==> config.mk <==
export PLATFORM = sky130hd
export DESIGN_NAME = text_console_cursor_engine_core
export DESIGN_NICKNAME = d
export VERILOG_FILES = /design/src/rtl/core/tcce_pkg.sv /design/src/rtl/core/tcce_step.sv /design/src/rtl/core/tcce_evbuf.sv /design/src/rtl/core/text_console_cursor_engine_core.sv
export VERILOG_INCLUDE_DIRS = /design/src /design/src/rtl/core
export SDC_FILE = /design/constraint.sdc
export NUM_CORES = 1
export LEC_CHECK = 0
export CAP_MARGIN = 15
export CORE_MARGIN = 5
export CORE_UTILIZATION = 70
export CTS_CLUSTER_SIZE = 8
export DETAILED_ROUTE_END_ITERATION = 6
export DONT_BUFFER_PORTS = 1
export GPL_ROUTABILITY_DRIVEN = 1
export GPL_TIMING_DRIVEN = 0
export HOLD_SLACK_MARGIN = 0.15
export PLACE_DENSITY_LB_ADDON = 0.1
export SYNTH_ARGS = -nofsm -noshare
export SYNTH_HDL_FRONTEND = slang
export SYNTH_HIERARCHICAL = 1
export SYNTH_SLANG_ARGS = --single-unit
==> constraint.sdc <==
create_clock -name clock -period 12.75 [get_ports clock]
set_input_delay 1.9125 -clock clock [delete_from_list [all_inputs] [get_ports clock]]
set_output_delay 1.9125 -clock clock [all_outputs]
set_load 0.02 [all_outputs]
==> src/rtl/core/text_console_cursor_engine_core_assert.svh <==
// Assertion macros for the console cursor engine RTL.
`ifndef TEXT_CONSOLE_CURSOR_ENGINE_CORE_ASSERT_SVH
`define TEXT_CONSOLE_CURSOR_ENGINE_CORE_ASSERT_SVH

// Same-cycle implication, checked outside of reset.
`define TCCE_ASSERT_NOW(name, clk, rst, ante, cons) \
   name: assert property (@(posedge clk) disable iff (rst) (ante) |-> (cons)) \
      else $error("cursor engine check failed");

// Next-cycle implication, checked outside of reset.
`define TCCE_ASSERT_NEXT(name, clk, rst, ante, cons) \
   name: assert property (@(posedge clk) disable iff (rst) (ante) |=> (cons)) \
      else $error("cursor engine check failed");

`endif

==> src/rtl/core/tcce_pkg.sv <==
// Types and constants of the text console cursor engine.
package tcce_pkg;

   // Command selector codes.
   localparam logic [1:0] FUNC_PUT   = 2'd0;
   localparam logic [1:0] FUNC_SET   = 2'd1;
   localparam logic [1:0] FUNC_CLEAR = 2'd2;

   // Character codes with a meaning of their own.
   localparam logic [7:0] CHR_BS        = 8'd8;
   localparam logic [7:0] CHR_TAB       = 8'd9;
   localparam logic [7:0] CHR_LF        = 8'd10;
   localparam logic [7:0] CHR_CR        = 8'd13;
   localparam logic [7:0] CHR_PRINT_LO  = 8'd32;
   localparam logic [7:0] CHR_PRINT_END = 8'd127;

   // Configuration register indexes.
   localparam logic [1:0] CSR_TEXT_COLUMNS = 2'd0;
   localparam logic [1:0] CSR_TEXT_ROWS    = 2'd1;
   localparam logic [1:0] CSR_HW_SCROLL    = 2'd2;
   localparam logic [1:0] CSR_SCROLL_LIMIT = 2'd3;

   localparam logic [7:0] TEXT_COLUMNS_RESET = 8'd80;
   localparam logic [7:0] TEXT_ROWS_RESET    = 8'd30;

   typedef enum logic [2:0] {
      ACT_CURSOR      = 3'd0,
      ACT_GLYPH       = 3'd1,
      ACT_SOFT_SCROLL = 3'd2,
      ACT_WRAP_COPY   = 3'd3,
      ACT_HW_SCROLL   = 3'd4,
      ACT_CLEAR       = 3'd5
   } action_type;

   typedef struct packed {
      logic [1:0] func;
      logic [7:0] char_code;
      logic [7:0] target_row;
      logic [7:0] target_col;
   } cmd_type;

   typedef struct packed {
      logic [7:0]  text_columns;
      logic [7:0]  text_rows;
      logic        hw_scroll_enable;
      logic [15:0] scroll_limit;
   } cfg_type;

   typedef struct packed {
      logic [7:0]  row_pos;
      logic [7:0]  col_pos;
      logic [15:0] view_offset;
   } state_type;

   typedef struct packed {
      action_type  action;
      logic [7:0]  glyph;
      logic [7:0]  at_row;
      logic [7:0]  at_col;
      logic [15:0] offset_now;
   } event_type;

   // Up to three events of one command plus the cursor after the command.
   typedef struct packed {
      logic [1:0]      count;
      event_type [2:0] ev;
      logic [7:0]      final_row;
      logic [7:0]      final_col;
   } evlist_type;

endpackage

==> src/rtl/core/tcce_step.sv <==
// Combinational command step: next cursor state and the list of events.
module tcce_step #(
   parameter int GLYPH_HEIGHT = 16
) (
   input  tcce_pkg::cmd_type    cmd,
   input  tcce_pkg::cfg_type    cfg,
   input  tcce_pkg::state_type  cur,
   output tcce_pkg::state_type  nxt,
   output tcce_pkg::evlist_type evl
);

   localparam logic [16:0] GH_WIDE = 17'(GLYPH_HEIGHT);
   localparam logic [15:0] GH      = 16'(GLYPH_HEIGHT);

   function automatic tcce_pkg::event_type make_event(
      input tcce_pkg::action_type act,
      input logic [7:0]           g,
      input logic [7:0]           r,
      input logic [7:0]           c,
      input logic [15:0]          off
   );
      tcce_pkg::event_type e;
      e.action     = act;
      e.glyph      = g;
      e.at_row     = r;
      e.at_col     = c;
      e.offset_now = off;
      return e;
   endfunction

   logic [8:0]  tab_t;
   logic [8:0]  inc_t;
   logic [8:0]  row_inc;
   logic [16:0] off_sum;
   logic        wrap;
   logic [15:0] hw_off;

   assign tab_t   = ({1'b0, cur.col_pos} + 9'd8) & ~9'd7;
   assign inc_t   = {1'b0, cur.col_pos} + 9'd1;
   assign row_inc = {1'b0, cur.row_pos} + 9'd1;
   assign off_sum = {1'b0, cur.view_offset} + GH_WIDE;
   assign wrap    = off_sum > {1'b0, cfg.scroll_limit};
   assign hw_off  = (wrap ? 16'd0 : cur.view_offset) + GH;

   always_comb begin
      logic       nl;
      logic       pr;
      logic       clr;
      logic       scroll;
      logic [1:0] n;
      nl     = 1'b0;
      pr     = 1'b0;
      clr    = 1'b0;
      scroll = 1'b0;
      n      = 2'd0;
      nxt    = cur;

      unique case (cmd.func)
         tcce_pkg::FUNC_PUT: begin
            if (cmd.char_code == tcce_pkg::CHR_LF) begin
               nl = 1'b1;
            end else if (cmd.char_code == tcce_pkg::CHR_CR) begin
               nxt.col_pos = 8'd0;
            end else if (cmd.char_code == tcce_pkg::CHR_TAB) begin
               if (tab_t >= {1'b0, cfg.text_columns}) nl = 1'b1;
               else nxt.col_pos = tab_t[7:0];
            end else if (cmd.char_code == tcce_pkg::CHR_BS) begin
               if (cur.col_pos != 8'd0) nxt.col_pos = cur.col_pos - 8'd1;
            end else if (cmd.char_code >= tcce_pkg::CHR_PRINT_LO &&
                         cmd.char_code < tcce_pkg::CHR_PRINT_END) begin
               pr = 1'b1;
               if (inc_t >= {1'b0, cfg.text_columns}) nl = 1'b1;
               else nxt.col_pos = inc_t[7:0];
            end
         end
         tcce_pkg::FUNC_SET: begin
            if (cmd.target_row < cfg.text_rows)    nxt.row_pos = cmd.target_row;
            if (cmd.target_col < cfg.text_columns) nxt.col_pos = cmd.target_col;
         end
         tcce_pkg::FUNC_CLEAR: begin
            clr         = 1'b1;
            nxt.row_pos = 8'd0;
            nxt.col_pos = 8'd0;
            if (cfg.hw_scroll_enable) nxt.view_offset = 16'd0;
         end
         default: begin
         end
      endcase

      // Newline: column 0 and next row, scrolling when the bottom is passed.
      if (nl) begin
         nxt.col_pos = 8'd0;
         if (row_inc >= {1'b0, cfg.text_rows}) begin
            scroll      = 1'b1;
            nxt.row_pos = (cfg.text_rows == 8'd0) ? 8'd0 : cfg.text_rows - 8'd1;
         end else begin
            nxt.row_pos = row_inc[7:0];
         end
      end
      if (scroll && cfg.hw_scroll_enable) nxt.view_offset = hw_off;

      evl    = '0;
      if (pr) begin
         evl.ev[n] = make_event(tcce_pkg::ACT_GLYPH, cmd.char_code, cur.row_pos,
                                cur.col_pos, cur.view_offset);
         n = n + 2'd1;
      end
      if (scroll && !cfg.hw_scroll_enable) begin
         evl.ev[n] = make_event(tcce_pkg::ACT_SOFT_SCROLL, 8'd0, 8'd0, 8'd0,
                                cur.view_offset);
         n = n + 2'd1;
      end
      if (scroll && cfg.hw_scroll_enable && wrap) begin
         evl.ev[n] = make_event(tcce_pkg::ACT_WRAP_COPY, 8'd0, 8'd0, 8'd0, 16'd0);
         n = n + 2'd1;
      end
      if (scroll && cfg.hw_scroll_enable) begin
         evl.ev[n] = make_event(tcce_pkg::ACT_HW_SCROLL, 8'd0, 8'd0, 8'd0, hw_off);
         n = n + 2'd1;
      end
      if (clr) begin
         evl.ev[n] = make_event(tcce_pkg::ACT_CLEAR, 8'd0, 8'd0, 8'd0,
                                nxt.view_offset);
         n = n + 2'd1;
      end
      if (n == 2'd0) begin
         evl.ev[0] = make_event(tcce_pkg::ACT_CURSOR, 8'd0, 8'd0, 8'd0,
                                cur.view_offset);
         n = 2'd1;
      end
      evl.count     = n;
      evl.final_row = nxt.row_pos;
      evl.final_col = nxt.col_pos;
   end

endmodule

==> src/rtl/core/tcce_evbuf.sv <==
// Result register holding one command's events and handing them out in order.
module tcce_evbuf (
   input  logic                 clock,
   input  logic                 reset,
   input  logic                 load,
   input  tcce_pkg::evlist_type list_in,
   input  logic                 out_ready,
   output logic                 out_valid,
   output tcce_pkg::event_type  out_ev,
   output logic [7:0]           out_row,
   output logic [7:0]           out_col,
   output logic                 out_last,
   output logic                 free
);

   tcce_pkg::evlist_type list_ff;
   logic                 valid_ff;
   logic [1:0]           idx_ff;
   logic                 pop;

   assign out_valid = valid_ff;
   assign out_ev    = list_ff.ev[idx_ff];
   assign out_row   = list_ff.final_row;
   assign out_col   = list_ff.final_col;
   assign out_last  = idx_ff == (list_ff.count - 2'd1);
   assign pop       = valid_ff && out_ready;
   assign free      = !valid_ff || (pop && out_last);

   always_ff @(posedge clock) begin
      if (reset) begin
         valid_ff <= 1'b0;
         idx_ff   <= 2'd0;
      end else if (load) begin
         valid_ff <= 1'b1;
         idx_ff   <= 2'd0;
      end else if (pop && out_last) begin
         valid_ff <= 1'b0;
      end else if (pop) begin
         idx_ff <= idx_ff + 2'd1;
      end
   end

   always_ff @(posedge clock) begin
      if (load) list_ff <= list_in;
   end

endmodule

==> src/rtl/core/text_console_cursor_engine_core.sv <==
// Top level of the text console cursor engine: ports, registers and control.
//
// The engine takes one console command per beat (put character, set cursor,
// clear screen) and returns one to three result beats describing what the
// display must do: draw a glyph, scroll in software, copy back and wrap the
// hardware scroll offset, advance the hardware offset, clear, or only move
// the cursor. Every result beat carries the cursor position after the whole
// command and the scroll offset right after its own action; tlast marks the
// final beat of a command. A command first lands in an input register, is
// evaluated by one pass of short logic against the cursor state, and its
// results land in a result register as soon as that register is free, from
// where the result beats are offered. A new command is taken in every cycle
// as long as each yields a single result and the receiver takes each beat;
// a command with n results holds the result register for n output beats.
// Reset clears the cursor and the offset and loads the register defaults
// (80 columns, 30 rows, software scrolling, scroll limit 0). Configuration
// is taken in any cycle and must only be written while no command is in
// flight.
module text_console_cursor_engine_core #(
   parameter int GLYPH_HEIGHT = 16
) (
   input  logic        clock,
   input  logic        reset,
   // Command channel.
   input  logic        req_tvalid,
   output logic        req_tready,
   input  logic [23:0] req_tdata,   // char_code[7:0], target_row[15:8], target_col[23:16]
   input  logic [1:0]  req_tuser,   // func[1:0]
   // Result channel.
   output logic        rsp_tvalid,
   input  logic        rsp_tready,
   output logic [55:0] rsp_tdata,   // glyph[7:0], at_row[15:8], at_col[23:16],
                                    // offset_now[39:24], cursor_row_now[47:40],
                                    // cursor_col_now[55:48]
   output logic [2:0]  rsp_tuser,   // action[2:0]
   output logic        rsp_tlast,
   // Configuration write channel.
   input  logic        csr_valid,
   output logic        csr_ready,
   input  logic [1:0]  csr_index,
   input  logic [15:0] csr_data
);

   `include "text_console_cursor_engine_core_assert.svh"

   tcce_pkg::cfg_type    cfg_ff;
   tcce_pkg::state_type  state_ff;
   tcce_pkg::state_type  state_in;
   tcce_pkg::cmd_type    cmd_ff;
   logic                 cmd_valid_ff;
   tcce_pkg::evlist_type evl;
   tcce_pkg::event_type  out_ev;
   logic [7:0]           out_row;
   logic [7:0]           out_col;
   logic                 buf_free;
   logic                 load;
   logic                 rsp_is_cursor;
   logic                 rsp_is_wrap;

   // The held command moves into the result register as soon as that register
   // is empty or hands out its final beat in this cycle.
   assign load       = cmd_valid_ff && buf_free;
   assign req_tready = !cmd_valid_ff || load;
   assign csr_ready  = 1'b1;

   always_ff @(posedge clock) begin
      if (reset) begin
         cmd_valid_ff <= 1'b0;
      end else if (req_tready) begin
         cmd_valid_ff <= req_tvalid;
      end
   end

   always_ff @(posedge clock) begin
      if (req_tvalid && req_tready) begin
         cmd_ff.func       <= req_tuser;
         cmd_ff.char_code  <= req_tdata[7:0];
         cmd_ff.target_row <= req_tdata[15:8];
         cmd_ff.target_col <= req_tdata[23:16];
      end
   end

   // Configuration registers.
   always_ff @(posedge clock) begin
      if (reset) begin
         cfg_ff.text_columns     <= tcce_pkg::TEXT_COLUMNS_RESET;
         cfg_ff.text_rows        <= tcce_pkg::TEXT_ROWS_RESET;
         cfg_ff.hw_scroll_enable <= 1'b0;
         cfg_ff.scroll_limit     <= 16'd0;
      end else if (csr_valid && csr_ready) begin
         unique case (csr_index)
            tcce_pkg::CSR_TEXT_COLUMNS: cfg_ff.text_columns     <= csr_data[7:0];
            tcce_pkg::CSR_TEXT_ROWS:    cfg_ff.text_rows        <= csr_data[7:0];
            tcce_pkg::CSR_HW_SCROLL:    cfg_ff.hw_scroll_enable <= csr_data[0];
            tcce_pkg::CSR_SCROLL_LIMIT: cfg_ff.scroll_limit     <= csr_data;
            default: begin
            end
         endcase
      end
   end

   // Cursor and offset advance when a command is evaluated.
   always_ff @(posedge clock) begin
      if (reset) begin
         state_ff <= '0;
      end else if (load) begin
         state_ff <= state_in;
      end
   end

   tcce_step #(
      .GLYPH_HEIGHT(GLYPH_HEIGHT)
   ) u_step (
      .cmd (cmd_ff),
      .cfg (cfg_ff),
      .cur (state_ff),
      .nxt (state_in),
      .evl (evl)
   );

   tcce_evbuf u_evbuf (
      .clock     (clock),
      .reset     (reset),
      .load      (load),
      .list_in   (evl),
      .out_ready (rsp_tready),
      .out_valid (rsp_tvalid),
      .out_ev    (out_ev),
      .out_row   (out_row),
      .out_col   (out_col),
      .out_last  (rsp_tlast),
      .free      (buf_free)
   );

   assign rsp_tuser = out_ev.action;
   assign rsp_tdata = {out_col, out_row, out_ev.offset_now,
                       out_ev.at_col, out_ev.at_row, out_ev.glyph};

   assign rsp_is_cursor = rsp_tvalid && rsp_tuser == tcce_pkg::ACT_CURSOR;
   assign rsp_is_wrap   = rsp_tvalid && rsp_tuser == tcce_pkg::ACT_WRAP_COPY;

   // A cursor-only result is always the single result of its command.
   `TCCE_ASSERT_NOW(a_cursor_single, clock, reset, rsp_is_cursor, rsp_tlast)
   // A wrap copy reports offset zero and is always followed by a hardware scroll.
   `TCCE_ASSERT_NOW(a_wrap_copy, clock, reset, rsp_is_wrap, rsp_tdata[39:24] == 16'd0 && !rsp_tlast)
   // An evaluated command shows a result in the next cycle.
   `TCCE_ASSERT_NEXT(a_load_shows, clock, reset, load, rsp_tvalid)

endmodule

Yosys cells after proc, flatten, opt, wreduce, memory -nomap -nowiden
Cells that the tools add are included.
- $add $sub $neg: 13
- multiply operators: 0
- divide/modulo/power cells: 0
- $lt $le $gt $ge: 17
- equality and inequality tests: 10
- shifts and indexed selects: 0
- mux-type cells: 62
- bitwise operators: 4
- reductions and logical operators: 29
- operators by type and width (kind ; count):
    2-to-1 mux 129 bit ; 4
    bitwise mux 129 bit ; 3
    demux 43 bit (select 2 bit) ; 4
    2-to-1 mux 43 bit ; 5
    bitwise AND 123 bit ; 1
    inverter 123 bit ; 1
    2-to-1 mux 16 bit ; 6
    2-to-1 mux 8 bit ; 12
    binary-select mux 43 bit (select 2 bit) ; 1
    2-to-1 mux 41 bit ; 1
    equality test 8 x 4 -> 1 bit (second input constant) ; 4
    greater-or-equal comparator 9 x 8 -> 1 bit ; 3
    case mux 8 bit (3 select lines) ; 1
    2-to-1 mux 1 bit ; 20
    adder 8 x 1 -> 9 bit (second input constant) ; 2
    adder 16 x 5 -> 17 bit (second input constant) ; 1
    greater-than comparator 17 x 16 -> 1 bit ; 1
    adder 16 x 5 -> 16 bit (second input constant) ; 1
    less-than comparator 8 bit ; 2
    case mux 8 bit (2 select lines) ; 1
    subtractor 8 x 1 -> 8 bit (second input constant) ; 2
    logical AND 1 bit ; 12
    less-than comparator 2 x 3 -> 1 bit (second input constant) ; 4
    AND reduction 2 bit ; 5
    other kinds (22) ; 38
- flip-flop bits (word level): 242
- bits in latches: 0
- memory bits (writable): 0
- bits in read-only memories: 0
- input port bits: 49
- output and inout bits: 63
- word-level logic and storage cells: 167
- memories: 0

Logic depth before layout (Yosys ltp)
- depth after elaboration: 24
- gate-level depth with buffers: 28
- depth with buffers taken out: 25

By module
Netlist, hierarchy kept.
- by module, submodules not included (module ; times used ; cells an instance ; area each (µm²) ; seq. area each (µm²)):
    tcce_step ; 1 ; 857 ; 5641.7 ; 0.0
    tcce_evbuf ; 1 ; 330 ; 5599.1 ; 4474.3
    text_console_cursor_engine_core ; 1 ; 314 ; 3639.7 ; 2102.0

Worst setup path after synthesis
OpenSTA, ideal clock, no wires.
- kind: input-to-reg
- from: in rsp_tready
- to: reg u_evbuf.idx_ff[0]
- setup time: 0.123 ns
- data arrival time: 6.320 ns
- data required time: 12.627 ns
- slack: 6.308 ns
- stages: 7
- path buffers: 2
- cells stage by stage: nand2_1 -> nand2_1 -> buf_6 -> buf_2 -> and2_1 -> nor2_1 -> a21boi_1
- longest elaborated chain between the ends: 5
- elaborated cells on any way between the ends: 7
- classes of those cells: bitwise (1); reduce/logical (6)
- ends and longest elaborated chain (element ; line ; RTL):
    start: declaration ; text_console_cursor_engine_core.sv:31 ; input logic rsp_tready,
    logical AND 1 bit ; tcce_evbuf.sv:26 ; assign pop = valid_ff && out_ready;
    logical AND 1 bit ; tcce_evbuf.sv:27 ; assign free = !valid_ff || (pop && out_last);
    logical OR 1 bit ; tcce_evbuf.sv:27 ;
    net buf_free ; text_console_cursor_engine_core.sv:55 ; logic buf_free;
    logical AND 1 bit ; text_console_cursor_engine_core.sv:62 ; assign load = cmd_valid_ff && buf_free;
    net load ; text_console_cursor_engine_core.sv:56 ; logic load;
    OR reduction 2 bit (no line) ; - ;
    end signal: assignment ; tcce_evbuf.sv:39 ; idx_ff <= idx_ff + 2'd1;
    end: declaration ; tcce_evbuf.sv:18 ; logic [1:0] idx_ff;
The timed path passes the listed nets, and every way through them passes these cells.
A chain may end at the register's enable or synchronous reset.

==> impl_metrics.tcl <==
set metrics [dict create \
    leakage_nw 6.43 \
    fmax_mhz 131 \
    synth_top_family_by_area "compound AO/OA/AOI/OAI gates" \
    multi_input_area_mm2 0.00715 \
    postCtsResizedCells 0 \
    fin_nets 1714 \
    synth_compound_area_frac 0.168 \
    synth_cells 1501 \
    wl_mm 41.3 \
    cts_buffer_depth 3 \
    core_area_mm2 0.0210 \
    yosys_warnings 6 \
    drive_above_1_share 0.135 \
    drtIter0Drc 1584 \
    area_growth_pct 11.2 \
    holdPathStages 2 \
    ioPinCount 112 \
    cts_root_buf "clkbuf_16" \
    hpwlAfterDp_mm 29.7 \
    ctsHoldBuffers 0 \
    cp-start-kind "register" \
    cts_tree "yes" \
    rsz0062_at_grt "false" \
    die_x_um 156 \
    finalCritPeriodShare 0.598 \
    insertion_delay_ns 0.52 \
    dr.pass1.iters 6 \
    synthArstFlopShare 0 \
    tightest_slew_ns 1.01 \
    synth_edf_count 173 \
    yosysSeqAreaShare 0.442 \
    cts_max_level 2 \
    num_rows 53 \
    vias_per_cell 6.35 \
    overflow 0 \
    antennaDiodeCount 0 \
    rr_worst_depth 26 \
    antenna_found_initial 0 \
    syn-cell-area_mm2 0.0149 \
    start_util 0.710 \
    wl_per_cell_um 21.8 \
    outcome "complete, no violations" \
    drc 0 \
    grt_pass1_wl_mm 64.7 \
    power_density_mw_per_mm2 118 \
    r2r-start "state_ff[6]" \
    grt_usage 0.337 \
    synth-simple-area-share 0.145 \
    register_area_mm2 0.00658 \
    endpoint_kind "register" \
    hp-class "register to register" \
    crit_type "register to register" \
    worstPathRequired_ns 13.05 \
    clk_pin_slew_ns 0.05 \
    maxCapViolCount 0 \
    rrSetupSlack_ns 5.13 \
    final_antenna_net_count 0 \
    clock_skew_ns 0.0172 \
    dp.cells 1826 \
    fillers 1339 \
    clock-sinks 242 \
    routabilityCongestion 1.00 \
    finalMaxSlewViolations 0 \
    tns_ns 0 \
    cts_setup_buffers 0 \
    hp-start "cfg_ff[9]" \
    final_cells 1889 \
    slew_headroom 0.315 \
    arrival_ns 7.92 \
    synth-adder-area-share 0.0636 \
    first_global_vias 11700 \
    synth.avg_cell_area_um2 9.91 \
    port_buffers 0 \
    synth_cell_types 83 \
    synth_xor_area_frac 0.0264 \
    ys.flop_type "edfxtp_1" \
    grt_start_max_net_pins 80 \
    period_needed_ns 7.62 \
    setup-violations-final 0 \
    die_h_um 156 \
    vias 12000 \
    min_to "cfg_ff[9]" \
    synth_seq_cells 242 \
    crit_fanout 10 \
    hold_violations 0 \
    vdd_drop_max_uv 131 \
    cts_buffers 36 \
    timing.rr.end "u_evbuf/list_ff[30]" \
    synth.area.mux_share 0.0648 \
    dieArea_mm2 0.0243 \
]
==> through the flow <==
| step | hold slack, ns | utilization | worst slack [ns] | power, mW | instance area, µm² |
|---|---|---|---|---|---|
| after global placement | 0.461 | 0.735 | 4.86 | 1.07 | 15400 |
| after detailed placement | 0.468 | 0.738 | 5.59 | 1.07 | 15500 |
| after CTS | 0.475 | 0.789 | 5.49 | 1.96 | 16500 |
| after global routing | 0.504 | 0.790 | 4.80 | 2.02 | 16600 |
| final | 0.473 | 0.790 | 5.13 | 1.96 | 16600 |
| after floorplan | 0.448 | - | 6.31 | 1.03 | 15100 |
==> flip-flops by register name, summed over array words and instances (netlist names) <==
signal and cells:
cfg_ff 33, cmd_ff 26, cmd_valid_ff 1, state_ff 32
u_evbuf/idx_ff 2, u_evbuf/list_ff 131, u_evbuf/out_col 8, u_evbuf/out_row 8
u_evbuf/out_valid 1
==> worst max-delay path, cell delays in order, from the launching register on <==
cell and delay (ns):
dfxtp_1 0.33, clkbuf_1 0.34, and4_1 0.36, and3_1 0.23, nand4_1 0.13, xnor2_1 0.31
ha_1 0.32, a21oi_1 0.14, nand2_1 0.07, a2111o_1 0.42, a21oi_1 0.55, nand2_1 0.36
nand2_1 0.31, inv_1 0.14, fa_1 0.69, inv_1 0.17, ha_1 0.31, nand2_1 0.05
nand2_1 0.11, inv_1 0.06, ha_1 0.26, nand2_1 0.11, a2111oi_0 0.52, a211o_1 0.24
nand2_1 0.26, buf_2 0.30, a32oi_1 0.31
==> power breakdown <==
group	leakage (nW)	total (mW)	internal, mW	switching (mW)
clock	0.509	0.893	0.546	0.348
sequential	2.26	0.892	0.876	0.0165
combinational	3.66	0.175	0.0614	0.114
==> cell type report <==
| class | count | area share |
|---|---|---|
| Buffer | 169 | 0.0629 |
| Clock buffer | 59 | 0.0615 |
| Clock inverter | 3 | 0.00272 |
| Inverter | 80 | 0.0181 |
| Multi-Input combinational cell | 1058 | 0.432 |
| Sequential cell | 242 | 0.397 |
| Tap cell | 275 | 0.0208 |
| Timing Repair Buffer | 3 | 0.00484 |
==> how the worst max path moves through the flow <==
| stage | start | end | slack [ns] | cells after the start |
|---|---|---|---|---|
| 6_report | state_ff[6] | u_evbuf/list_ff[30] | 5.13 | 26 |
| 4_1_cts | state_ff[6] | u_evbuf/list_ff[30] | 5.49 | 26 |
| 3_3_place_gp | rsp_tready | u_evbuf/idx_ff[1] | 4.86 | 7 |
| 3_5_place_dp | state_ff[6] | u_evbuf/list_ff[30] | 5.59 | 26 |
| 5_1_grt | state_ff[6] | u_evbuf/list_ff[30] | 4.80 | 26 |
| 2_1_floorplan | rsp_tready | u_evbuf/idx_ff[0] | 6.31 | 7 |
==> per-layer routing <==
layer  up-vias  track usage  wire length [µm]
met5         -            0                 0
met4         0        0.107              1200
met3       104       0.0860              3970
met2       694        0.536             19100
met1      5679        0.456             17000
li1       5513            -                 -
==> Yosys cell counts, drive strengths merged (19+ instances only) <==
cell	count	area, µm²
a21bo	32	320
a21oi	84	420
a31oi	19	119
and2	31	194
buf	132	902
clkbuf	37	139
dfxtp	69	1380
edfxtp	173	5190
ha	74	926
inv	78	293
mux2i	93	931
nand2	134	503
nand2b	56	350
nand3	68	345
nor2	70	263
nor3	20	100
o211ai	24	180
o21ai	72	364
xnor2	37	332
==> cell usage in the layout (no fill, tap or decap), types with 38 or more instances in the layout <==
cell type / n
nand2b_1: 56
o21ai_0: 69
edfxtp_1: 173
nor2_1: 70
inv_1: 77
nand3_1: 67
conb_1: 50
mux2i_1: 93
buf_4: 85
ha_1: 74
nand2_1: 134
clkbuf_16: 38
dfxtp_1: 69
a21oi_1: 84
clkbuf_1: 58
==> kinds of logic after synthesis <==
logic type,Yosys count
AOI/OAI and AO/OA,359
xor gates and xnor gates,44
adders and majority gates,75
buffers and inverters,249
DFF,242
muxes,96
other,2
and+or+nand+nor,434
Note: power is estimated with default switching activity, not from simulation.
